**config.mk**
```make
export PLATFORM = sky130hd
export DESIGN_NAME = jrhc_parser
export DESIGN_NICKNAME = d
export VERILOG_FILES = /design/src/rtl/jrhc_pkg.sv /design/src/rtl/jrhc_parser.sv
export SDC_FILE = /design/constraint.sdc
export NUM_CORES = 1
export LEC_CHECK = 0
export ABC_CLOCK_PERIOD_IN_PS = 10630
export BUFFER_PORTS_ARGS = -buffer_cell sky130_fd_sc_hd__buf_2
export CAP_MARGIN = 20
export CORE_MARGIN = 5
export CORE_UTILIZATION = 62
export CTS_BUF_LIST = sky130_fd_sc_hd__clkbuf_8
export DETAILED_ROUTE_END_ITERATION = 7
export HOLD_SLACK_MARGIN = 0.02
export MAX_ROUTING_LAYER = met4
export PLACE_DENSITY = 0.94
export SYNTH_ARGS = -nofsm -noshare
export SYNTH_HDL_FRONTEND = slang
export SYNTH_SLANG_ARGS = --single-unit
```
**constraint.sdc**
```tcl
create_clock -name clock -period 10.63 [get_ports clock]
set_input_delay 0.5315 -clock clock [delete_from_list [all_inputs] [get_ports clock]]
set_output_delay 0.5315 -clock clock [all_outputs]
set_load 0.02 [all_outputs]
```
**src/rtl/jrhc_pkg.sv**
```systemverilog
// ----------------------------------------------------------------------------
// jrhc_pkg: shared types and constants
// Word formats and codes of the JPEG restart-height checker.
// ----------------------------------------------------------------------------
`default_nettype none
package jrhc_pkg;

   localparam logic [1:0] ST_OK      = 2'd0;
   localparam logic [1:0] ST_HEADER  = 2'd1;
   localparam logic [1:0] ST_PAGE    = 2'd2;
   localparam logic [1:0] ST_ENTROPY = 2'd3;

   localparam logic [0:0] CSR_PAGE_WIDTH  = 1'b0;
   localparam logic [0:0] CSR_PAGE_HEIGHT = 1'b1;

   localparam logic [16:0] POS_SAT = 17'h1FFFF;

   localparam logic [7:0] MK_SOI  = 8'hD8;
   localparam logic [7:0] MK_EOI  = 8'hD9;
   localparam logic [7:0] MK_SOF0 = 8'hC0;
   localparam logic [7:0] MK_DRI  = 8'hDD;
   localparam logic [7:0] MK_SOS  = 8'hDA;
   localparam logic [7:0] MK_RST0 = 8'hD0;
   localparam logic [7:0] MK_FF   = 8'hFF;

   // one input byte with its position, as queued between front and back
   typedef struct packed {
      logic [7:0]  data;
      logic        last;
      logic [16:0] pos;
   } byte_word_type;

   typedef struct packed {
      logic [1:0]  status;
      logic [13:0] hdr_height;
      logic [16:0] height_field_offset;
      logic [12:0] sof_width;
   } verdict_type;

endpackage
`default_nettype wire

```
**src/rtl/jrhc_parser.sv**
```systemverilog
// ----------------------------------------------------------------------------
// jrhc_parser: marker walker and verdict
// Walk header segments and entropy data; produce one verdict per file.
// ----------------------------------------------------------------------------
`default_nettype none
module jrhc_parser
   import jrhc_pkg::*;
#(
   parameter int MAX_SEGMENTS      = 128,
   parameter int HEADER_BYTE_LIMIT = 65536
) (
   input  wire           clock,
   input  wire           reset,
   input  byte_word_type word,
   input  wire           word_valid,
   output logic          word_pop,
   input  wire  [12:0]   pg_width,
   input  wire  [13:0]   pg_height,
   output verdict_type   out_word,
   output logic          out_valid,
   input  wire           out_ready
);
   typedef enum logic [3:0] {
      PH_SOI0, PH_SOI1, PH_SEGFF, PH_MARKER, PH_LENHI, PH_LENLO,
      PH_PAYLOAD, PH_ENTROPY, PH_DRAIN, PH_OK
   } phase_type;

   phase_type   phase_ff, phase_in;
   logic [7:0]  segs_ff, segs_in;
   logic [7:0]  marker_ff, marker_in;
   logic [15:0] left_ff, left_in;
   logic [3:0]  idx_ff, idx_in;
   logic        frame_ff, frame_in, dri_ff, dri_in;
   logic [15:0] ri_ff, ri_in;
   logic [12:0] width_ff, width_in;
   logic [13:0] rows_ff, rows_in;
   logic [16:0] hoff_ff, hoff_in;
   logic [10:0] rst_ff, rst_in;
   logic        pre_ff, pre_in;
   logic [1:0]  verd_ff, verd_in;
   logic [13:0] hgt_ff, hgt_in;
   logic [7:0]  hold_ff, hold_in;
   logic        ov_ff;
   verdict_type ow_ff, ow_in;

   logic        take;
   logic [7:0]  b;
   logic [15:0] v16;
   logic [15:0] len_m2;
   logic        sof_ok, is_rst;
   logic [13:0] h;
   logic [14:0] diff;
   logic [1:0]  status;
   logic [8:0]  ri_want;

   // a waiting verdict holds back only the next final byte
   assign take     = word_valid && (!word.last || !ov_ff || out_ready);
   assign word_pop = take;
   assign b        = word.data;
   assign v16      = {hold_ff, b};
   assign len_m2   = v16 - 16'd2;
   assign is_rst   = b[7:3] == MK_RST0[7:3];
   assign ri_want  = 9'((14'(width_ff) + 14'd15) >> 4);
   assign out_valid = ov_ff;
   assign out_word  = ow_ff;

   always_comb begin
      sof_ok = 1'b1;
      case (idx_ff)
         4'd0:  sof_ok = b == 8'd8;
         4'd1:  sof_ok = word.pos != POS_SAT;
         4'd2:  sof_ok = v16 == 16'd4200 || v16 == 16'd8400;
         4'd4:  sof_ok = (v16 == 16'd2550 && rows_ff == 14'd4200) ||
                         (v16 == 16'd5100 && rows_ff == 14'd8400);
         4'd5:  sof_ok = b == 8'd3;
         4'd6:  sof_ok = b == 8'd1;
         4'd7:  sof_ok = b == 8'h21;
         4'd9:  sof_ok = b == 8'd2;
         4'd10: sof_ok = b == 8'h11;
         4'd12: sof_ok = b == 8'd3;
         4'd13: sof_ok = b == 8'h11;
         default: sof_ok = 1'b1;
      endcase
   end

   always_comb begin
      logic seg_end;
      logic f_n, d_n;
      seg_end = 1'b0;
      phase_in = phase_ff; segs_in = segs_ff; marker_in = marker_ff;
      left_in = left_ff; idx_in = idx_ff; frame_in = frame_ff; dri_in = dri_ff;
      ri_in = ri_ff; width_in = width_ff; rows_in = rows_ff; hoff_in = hoff_ff;
      rst_in = rst_ff; pre_in = pre_ff; verd_in = verd_ff; hgt_in = hgt_ff;
      hold_in = hold_ff;
      h    = 14'((15'(rst_ff) + 15'd1) << 3);
      diff = (15'(h) > 15'(pg_height)) ? 15'(h) - 15'(pg_height)
                                       : 15'(pg_height) - 15'(h);
      case (phase_ff)
         PH_ENTROPY: begin
            if (!pre_ff) pre_in = b == MK_FF;
            else if (b != MK_FF) begin
               pre_in = 1'b0;
               if (b == 8'h00) begin
                  pre_in = 1'b0;
               end else if (is_rst) begin
                  if (14'(rst_ff) >= (rows_ff >> 3) || b[2:0] != rst_ff[2:0]) begin
                     verd_in = ST_ENTROPY; phase_in = PH_DRAIN;
                  end else rst_in = rst_ff + 11'd1;
               end else if (b == MK_EOI && word.last) begin
                  if (h > rows_ff || diff > 15'd8) begin
                     verd_in = ST_ENTROPY; phase_in = PH_DRAIN;
                  end else begin
                     hgt_in = h; phase_in = PH_OK;
                  end
               end else begin
                  verd_in = ST_ENTROPY; phase_in = PH_DRAIN;
               end
            end
         end
         PH_OK: begin
            verd_in = ST_ENTROPY; phase_in = PH_DRAIN;
         end
         PH_DRAIN: phase_in = PH_DRAIN;
         PH_SOI0: begin
            if (b == MK_FF) phase_in = PH_SOI1;
            else begin verd_in = ST_HEADER; phase_in = PH_DRAIN; end
         end
         PH_SOI1: begin
            if (b == MK_SOI) phase_in = PH_SEGFF;
            else begin verd_in = ST_HEADER; phase_in = PH_DRAIN; end
         end
         PH_SEGFF: begin
            if (32'(segs_ff) >= MAX_SEGMENTS || 32'(word.pos) > HEADER_BYTE_LIMIT
                || b != MK_FF) begin
               verd_in = ST_HEADER; phase_in = PH_DRAIN;
            end else begin
               segs_in = segs_ff + 8'd1; phase_in = PH_MARKER;
            end
         end
         PH_MARKER: begin
            if (b != MK_FF) begin
               if (b == 8'h00 || b == MK_SOI || b == MK_EOI || is_rst) begin
                  verd_in = ST_HEADER; phase_in = PH_DRAIN;
               end else begin
                  marker_in = b; phase_in = PH_LENHI;
               end
            end
         end
         PH_LENHI: begin
            hold_in = b; phase_in = PH_LENLO;
         end
         PH_LENLO: begin
            if (v16 < 16'd2 ||
                (marker_ff == MK_SOF0 && (frame_ff || v16 != 16'd17)) ||
                (marker_ff == MK_DRI && (dri_ff || v16 != 16'd4))) begin
               verd_in = ST_HEADER; phase_in = PH_DRAIN;
            end else begin
               left_in = len_m2; idx_in = '0;
               if (len_m2 == '0) seg_end = 1'b1; else phase_in = PH_PAYLOAD;
            end
         end
         PH_PAYLOAD: begin
            if (marker_ff == MK_SOF0 && !sof_ok) begin
               verd_in = ST_HEADER; phase_in = PH_DRAIN;
            end else begin
               if (marker_ff == MK_SOF0) begin
                  case (idx_ff)
                     4'd1: begin hoff_in = word.pos; hold_in = b; end
                     4'd2: rows_in = 14'(v16);
                     4'd3: hold_in = b;
                     4'd4: width_in = 13'(v16);
                     default: hold_in = hold_ff;
                  endcase
               end else if (marker_ff == MK_DRI) begin
                  if (idx_ff == '0) hold_in = b; else ri_in = v16;
               end
               left_in = left_ff - 16'd1;
               if (idx_ff != 4'd15) idx_in = idx_ff + 4'd1;
               if (left_ff == 16'd1) seg_end = 1'b1;
            end
         end
         default: begin verd_in = ST_HEADER; phase_in = PH_DRAIN; end
      endcase
      if (seg_end) begin
         f_n = frame_ff || marker_ff == MK_SOF0;
         d_n = dri_ff || marker_ff == MK_DRI;
         frame_in = f_n; dri_in = d_n;
         if (marker_ff != MK_SOS) phase_in = PH_SEGFF;
         else if (!f_n || !d_n || ri_in != 16'(ri_want)) begin
            verd_in = ST_HEADER; phase_in = PH_DRAIN;
         end else if (pg_width == '0 || pg_width > 13'd5100 || pg_height == '0
                      || pg_height > 14'd8400 || pg_width > width_in
                      || pg_height > rows_in) begin
            verd_in = ST_PAGE; phase_in = PH_DRAIN;
         end else begin
            phase_in = PH_ENTROPY; rst_in = '0; pre_in = 1'b0;
         end
      end
      case (phase_in)
         PH_DRAIN:   status = verd_in;
         PH_OK:      status = ST_OK;
         PH_ENTROPY: status = ST_ENTROPY;
         default:    status = ST_HEADER;
      endcase
      ow_in.status              = status;
      ow_in.hdr_height          = (status == ST_OK) ? hgt_in : '0;
      ow_in.height_field_offset = (status != ST_HEADER) ? hoff_in : '0;
      ow_in.sof_width           = (status != ST_HEADER) ? width_in : '0;
   end

   always_ff @(posedge clock) begin
      if (take && word.last) ow_ff <= ow_in;
   end

   always_ff @(posedge clock) begin
      if (reset) begin
         ov_ff <= 1'b0;
      end else if (take && word.last) begin
         ov_ff <= 1'b1;
      end else if (out_ready) begin
         ov_ff <= 1'b0;
      end
   end

   always_ff @(posedge clock) begin
      if (reset || (take && word.last)) begin
         phase_ff <= PH_SOI0; segs_ff <= '0; marker_ff <= '0; left_ff <= '0;
         idx_ff <= '0; frame_ff <= 1'b0; dri_ff <= 1'b0; ri_ff <= '0;
         width_ff <= '0; rows_ff <= '0; hoff_ff <= '0; rst_ff <= '0;
         pre_ff <= 1'b0; verd_ff <= '0; hgt_ff <= '0; hold_ff <= '0;
      end else if (take) begin
         phase_ff <= phase_in; segs_ff <= segs_in; marker_ff <= marker_in;
         left_ff <= left_in; idx_ff <= idx_in; frame_ff <= frame_in;
         dri_ff <= dri_in; ri_ff <= ri_in; width_ff <= width_in;
         rows_ff <= rows_in; hoff_ff <= hoff_in; rst_ff <= rst_in;
         pre_ff <= pre_in; verd_ff <= verd_in; hgt_ff <= hgt_in;
         hold_ff <= hold_in;
      end
   end
endmodule
`default_nettype wire

```
== Yosys cells after proc, flatten, opt, wreduce, memory -nomap -nowiden ==
Cells that the tools add are included.
Word-level totals
  register bits after elaboration: 185
  input port bits: 57
  output and inout port bits: 48
  word-level logic and storage cells: 261
Cells by class
  add/sub/neg operators: 9
  magnitude comparators: 11
  equality and inequality tests: 57
  mux-type cells: 103
  bitwise logic cells: 2
  reductions and logical operators: 58
Operators with widths (number)
  14-bit two-way mux: 11
  16-bit two-way mux: 7
  11-bit two-way mux: 10
  4-bit two-way mux: 21
  17-bit two-way mux: 4
  13-bit two-way mux: 4
  14-bit greater-than comparator: 3
  8-bit == test, second input constant: 5
  8-bit two-way mux: 5
  4-bit by 3-bit == test with 1-bit output, second input constant: 9
  2-bit two-way mux: 18
  16-bit by 13-bit == test with 1-bit output, second input constant: 2
  4-bit == test, second input constant: 8
  16-bit case mux with 2 select lines: 1
  4-bit case mux with 8 select lines: 1
  14-bit by 14-bit subtractor with 15-bit output: 2
  1-bit logical OR: 25
  11-bit by 1-bit adder with 11-bit output, second input constant: 2
  2-bit case mux with 9 select lines: 1
  17-bit greater-than comparator, second input constant: 1
  17-bit != test, second input constant: 1
  16-bit by 1-bit == test with 1-bit output, second input constant: 1
  16-bit by 12-bit == test with 1-bit output, second input constant: 1
  16-bit by 14-bit == test with 1-bit output, second input constant: 1
  other kinds (54): 96

== Longest topological paths before layout ==
  depth in word-level cells: 18
  gate-level depth with buffers: 26
  mapped depth without buffers: 22

== Worst setup path before layout ==
No wires, ideal clock.
  path kind: register -> register
  start: register idx_ff[0]
  end: register ow_ff (netlist bit out_word[5]) (data pin)
  setup time: 0.265 ns
  arrival: 4.881 ns
  data required time: 10.365 ns
  path slack: 5.484 ns
  cell stages (with the launch flop): 24
  path buffers: 2
  period minus slack after synthesis: 5.146 ns
  cells stage by stage: dfxtp_1 > inv_1 > ha_1 > or3b_4 > a21boi_1 > mux2i_1 > a2111o_1 > a41oi_2 > nand2_1 > clkbuf_1 > a21oi_1 > ha_1 > nor2b_1 > o21a_1 > o21ai_0 > a21oi_1 > nor4b_1 > o211a_1 > a41oi_1 > nor2_1 > nor2_1 > o31ai_1 > buf_2 > a21oi_2
On the way
  word-level cells in the longest chain between the ends: 17
  elaborated cells on any way between the ends: 54
  classes of those cells: 2 x order compare; 15 x eq/ne; 29 x mux; 8 x reduce/logical
Ends and longest elaborated chain
  start: declaration: line jrhc_parser.sv:32  | logic [3:0] idx_ff, idx_in;
  start signal: assignment: line jrhc_parser.sv:233  | left_ff <= left_in; idx_ff <= idx_in; frame_ff <= frame_in;
  4-bit == test or 4-bit by 3-bit == test with 1-bit output (tied branches): line jrhc_parser.sv:69  | case (idx_ff)
  2-bit OR reduction (no source line)
  1-bit case mux with 9 select lines: line jrhc_parser.sv:69
  1-bit zero test: line jrhc_parser.sv:163  | if (marker_ff == MK_SOF0 && !sof_ok) begin
  1-bit logical AND: line jrhc_parser.sv:163
  13-bit two-way mux: line jrhc_parser.sv:163
  13-bit two-way mux: line jrhc_parser.sv:98  | case (phase_ff)
  13-bit greater-than comparator: line jrhc_parser.sv:192  | || pg_height > 14'd8400 || pg_width > width_in
  1-bit logical OR: line jrhc_parser.sv:192
  1-bit logical OR: line jrhc_parser.sv:193  | || pg_height > rows_in) begin
  4-bit two-way mux: line jrhc_parser.sv:191  | end else if (pg_width == '0 || pg_width > 13'd5100 || pg_height == '0
  4-bit two-way mux: line jrhc_parser.sv:189  | else if (!f_n || !d_n || ri_in != 16'(ri_want)) begin
  4-bit two-way mux: line jrhc_parser.sv:188  | if (marker_ff != MK_SOS) phase_in = PH_SEGFF;
  4-bit two-way mux: line jrhc_parser.sv:184  | if (seg_end) begin
  4-bit by 3-bit == test with 1-bit output or 4-bit == test (tied branches): line jrhc_parser.sv:199  | case (phase_in)
  2-bit case mux with 3 select lines: line jrhc_parser.sv:199
  2-bit by 1-bit != test with 1-bit output: line jrhc_parser.sv:208  | ow_in.sof_width = (status != ST_HEADER) ? width_in : '0;
  end signal: assignment: line jrhc_parser.sv:212  | if (take && word.last) ow_ff <= ow_in;
  end: declaration: line jrhc_parser.sv:44  | verdict_type ow_ff, ow_in;
Several ways; a longest one is shown, not always the timed one.
A chain may end at the register's enable or synchronous reset.

== Worst setup path after layout ==
  start: register idx_ff[1]
  end: register ow_ff (netlist bit out_word[26]) (data pin)
On the way
  word-level cells in the longest chain between the ends: 17
  elaborated cells on any way between the ends: 58
  classes of those cells: 2 x order compare; 15 x eq/ne; 33 x mux; 8 x reduce/logical
Ends and longest elaborated chain
  4-bit == test or 4-bit by 3-bit == test with 1-bit output (tied branches): line jrhc_parser.sv:69
  2-bit OR reduction (no source line)
  1-bit case mux with 9 select lines: line jrhc_parser.sv:69
  1-bit zero test: line jrhc_parser.sv:163
  1-bit logical AND: line jrhc_parser.sv:163
  13-bit two-way mux: line jrhc_parser.sv:163
  13-bit two-way mux: line jrhc_parser.sv:98
  13-bit greater-than comparator: line jrhc_parser.sv:192
  1-bit logical OR: line jrhc_parser.sv:192
  1-bit logical OR: line jrhc_parser.sv:193
  4-bit two-way mux: line jrhc_parser.sv:191
  4-bit two-way mux: line jrhc_parser.sv:189
  4-bit two-way mux: line jrhc_parser.sv:188
  4-bit two-way mux: line jrhc_parser.sv:184
  4-bit by 3-bit == test with 1-bit output or 4-bit == test (tied branches): line jrhc_parser.sv:199
  2-bit case mux with 3 select lines: line jrhc_parser.sv:199
  2-bit by 1-bit != test with 1-bit output: line jrhc_parser.sv:207  | ow_in.height_field_offset = (status != ST_HEADER) ? hoff_in : '0;
Several ways; a longest one is shown, not always the timed one.

==> summary.txt <==
Worst setup path
  • CP max FO: 30
  • Worst reg2reg endpoint: out_word[26]$_SDFFCE_PN0P_
  • CP endpoint kind: register
  • Reg2Reg Setup Slack: 4.25 ns
  • CP Data Arrival Time: approximately 6.6 ns
  • Reg2reg start: idx_ff[1]$_SDFFE_PP0P_
  • CP Launch Type: register
  • Max stage delay on crit path: 0.59 ns
  • WS Path Type: reg -> reg
  • Worst R2R Path Depth: 20
  • Critical Path Start: idx_ff[1]$_SDFFE_PP0P_
  • CP max stage cell: nand2_1
  • Critical Path RT: 10.83 ns
  • Critical-path cell list: inv_1, ha_1, nor4bb_1, nor3_1, mux2i_1, a2111o_1, a41oi_2, nand2_1, mux2i_1, ha_1, a211o_1, a221oi_1, nor4b_1, o211a_1, a41oi_1, nor2_1, nor2_1, o31ai_4, buf_4, a21oi_2
  • Worst setup path end: out_word[26]$_SDFFCE_PN0P_

Timing
  • Final hold violation count: 0
  • Final setup TNS: 0 ns
  • RSZ-0062 raised after global routing: no
  • Final setup fails: 0
  • Period minus WS final: 6.38 ns
  • Fmax: approximately 160 MHz
  • Slew Viols, Final: 0
  • Final period util: 60.0%
  • Max-Slew Margin vs Limit: 26.4%
  • Worst Max-Slew Pin Slew: 1.09 ns
  • Max Clock Skew: about 0.023 ns

CTS
  • Clock transition at path regs: 0.12 ns
  • TritonCTS clock tree: built
  • Maximum clock insertion buffer count: 2
  • H-tree depth: 4
  • Clk_lat worst skew: 0.49 ns
  • CTS Sinks: 185
  • Hold Buf Count CTS: 0
  • Resized cells post-CTS: 0
  • Total CTS buffers: 17
  • Root buffer cell: clkbuf_8
  • # Post-CTS Setup Buffers: 0

Die
  • Die X: 153 µm
  • Die Area: 23300 µm²
  • Row Count: between 50 and 60
  • Io pins: 105
  • Die Y: about 150 µm
  • Starting Density: 62.6%
  • Core outline area: 20200 µm²

Logic synthesis
  • Syn_area_per_cell: ~8.4 µm²
  • Post-synth EDFFs: 46
  • Synth top cells by count: nor2_1 (154), nand2_1 (150), dfxtp_1 (139)
  • Post-synth top flop: dfxtp_1
  • Asr flop ratio synth: 0%
  • Register area share after synthesis: between 30% and 40%
  • Post-synth top area share: 22.0%
  • Synthesis warning total: 0
  • Most numerous cell in the Yosys netlist: nor2_1
  • Yosys cell types: just over 100
  • Mapped Cells: about 1500
  • Yosys top cell by area: dfxtp_1
  • Syn nets: about 1600
  • Synthesized cell area: between 10000 and 15000 µm²
  • Top cells by area, synth: dfxtp_1 (22%), edfxtp_1 (11%), ha_1 (7.9%)
  • Synthesis-stage register bit count: 185

Routing
  • WL/cell: 19.2 µm
  • Vias: 11800
  • Routed WL: 35.2 mm
  • Post-route ant nets: 0
  • Vias per cell: between 6 and 7
  • # DRC: 0
  • DRT iter0 DRCs: 1371
  • Drt pass-1 iters: 6

Power and ir drop
  • Peak supply drop: 0.0847 mV
  • Pwr per Cell Area: 105 nW/µm²
  • Static leakage power: between 0.005 and 0.006 µW

Global routing
  • Vias in the first global route: about 11000
  • First-pass GRT wire length: 56.9 mm
  • Gr usage total: 30.2%
  • Largest net degree at the start of global routing: 110
  • Initial antenna violation count: 0
  • Grt total ovfl: 0

Hold path
  • Hold path cells: 2
  • Min-delay worst type: in -> reg

Cells and area
  • Layout cells sized above 1: between 10% and 20%
  • Fillers: 1568
  • # nets final: 1687
  • Layout area overhead: 8.35%
  • Finished Cell Area: 13700 µm²
  • Ant. Diodes: 0

Placed design
  • DP Area: 13200 µm²
  • I/O Buffers: about 100
  • Global placement routability congestion: 1.03
  • HPWL after DPL: 25.5 mm

Run status
  • Status: completed

Job
  • # Max-Cap Violations: 0
## cell type report
cell class | count | area, µm² | share of cell area, %
clock buffer | 17 | 234 | 1.71
clock inverter | 15 | 206 | 1.51
inverter | 67 | 251 | 1.84
multi-input combinational | 1161 | 7860 | 57.4
sequential | 185 | 4160 | 30.4
tap | 270 | 338 | 2.47
timing repair buffer | 117 | 638 | 4.66
## worst max-delay path, delay by kind of cell, from the launching register on
family / cells / cell delay (ns)
AO/OA/AOI/OAI: 8 / 1.96
multiplexers: 2 / 0.69
buffers and inverters: 2 / 0.57
adder cells (fa/ha/maj): 2 / 0.69
AND/OR/NAND/NOR: 6 / 1.72
flip-flops: 1 / 0.43
## power breakdown
group / internal (µW) / switching [µW] / leakage [µW]
clock: 189 / 319 / 0.000217
combinational: 62.9 / 129 / 0.00356
sequential: 731 / 10.3 / 0.00155
total: 983 / 458 / 0.00533
## layer usage
layer,part of all wire (%),GRT usage (%),wire length (µm)
met1,42,41.0,14700
met3,11,6.19,3800
met5,0,-,0
met2,44,44.8,15400
met4,3.9,10.9,1360
## cell families after synthesis
family | after synthesis | share of synthesized area [%]
AOI/OAI and AO/OA | 353 | 19.0
xor gates and xnor gates | 61 | 4.23
adders and majority gates | 82 | 8.16
buffers and inverters | 158 | 5.21
DFF | 185 | 33.0
muxes | 99 | 8.03
and+or+nand+nor | 566 | 22.4
## stage by stage
step | utilization, % | total power, µW | cells | hold WS [ns] | setup slack (ns)
floorplan | - | 880 | 1504 | 0.417 | 5.48
global placement | 65.5 | 938 | 1798 | 0.427 | 4.54
detailed placement | 65.5 | 941 | 1798 | 0.445 | 4.35
CTS | 67.7 | 1440 | 1830 | 0.276 | 4.35
global route | 67.9 | 1500 | 1832 | 0.281 | 3.84
finish | 67.9 | 1440 | 1832 | 0.300 | 4.25
## flip-flops by register name, indices dropped and copies added, names as in the netlist, 8 cells and up
register and flops:
hgt_ff 14, hoff_ff 17, hold_ff 8, left_ff 16
marker_ff 8, out_word 46, ri_ff 16, rows_ff 14
rst_ff 11, segs_ff 8, width_ff 13
## cell usage in the layout, fill, tap and decap left out, types with 30 or more instances in the layout
cell,instances
dfxtp_1,139
a21oi_2,30
o21ai_0,48
edfxtp_1,46
buf_2,104
nor2_1,154
mux2i_1,92
nand2_1,150
inv_1,65
nand3_1,41
nand4_1,30
a21oi_1,119
nor3_1,33
ha_1,80
xor2_1,36
## worst min path at each step
stage | from | slack, ns | to
floorplan | hgt_ff[0]$_SDFFE_PP0P_ | 0.42 | hgt_ff[0]$_SDFFE_PP0P_
detailed placement | ri_ff[10]$_SDFFE_PP0P_ | 0.45 | ri_ff[10]$_SDFFE_PP0P_
global route | reset | 0.28 | out_valid$_SDFFE_PP0P_
CTS | word[0] | 0.28 | hoff_ff[0]$_SDFFE_PP0P_
finish | reset | 0.30 | out_valid$_SDFFE_PP0P_
global placement | hgt_ff[1]$_SDFFE_PP0P_ | 0.43 | hgt_ff[1]$_SDFFE_PP0P_
(Power assumes the default switching activity.)
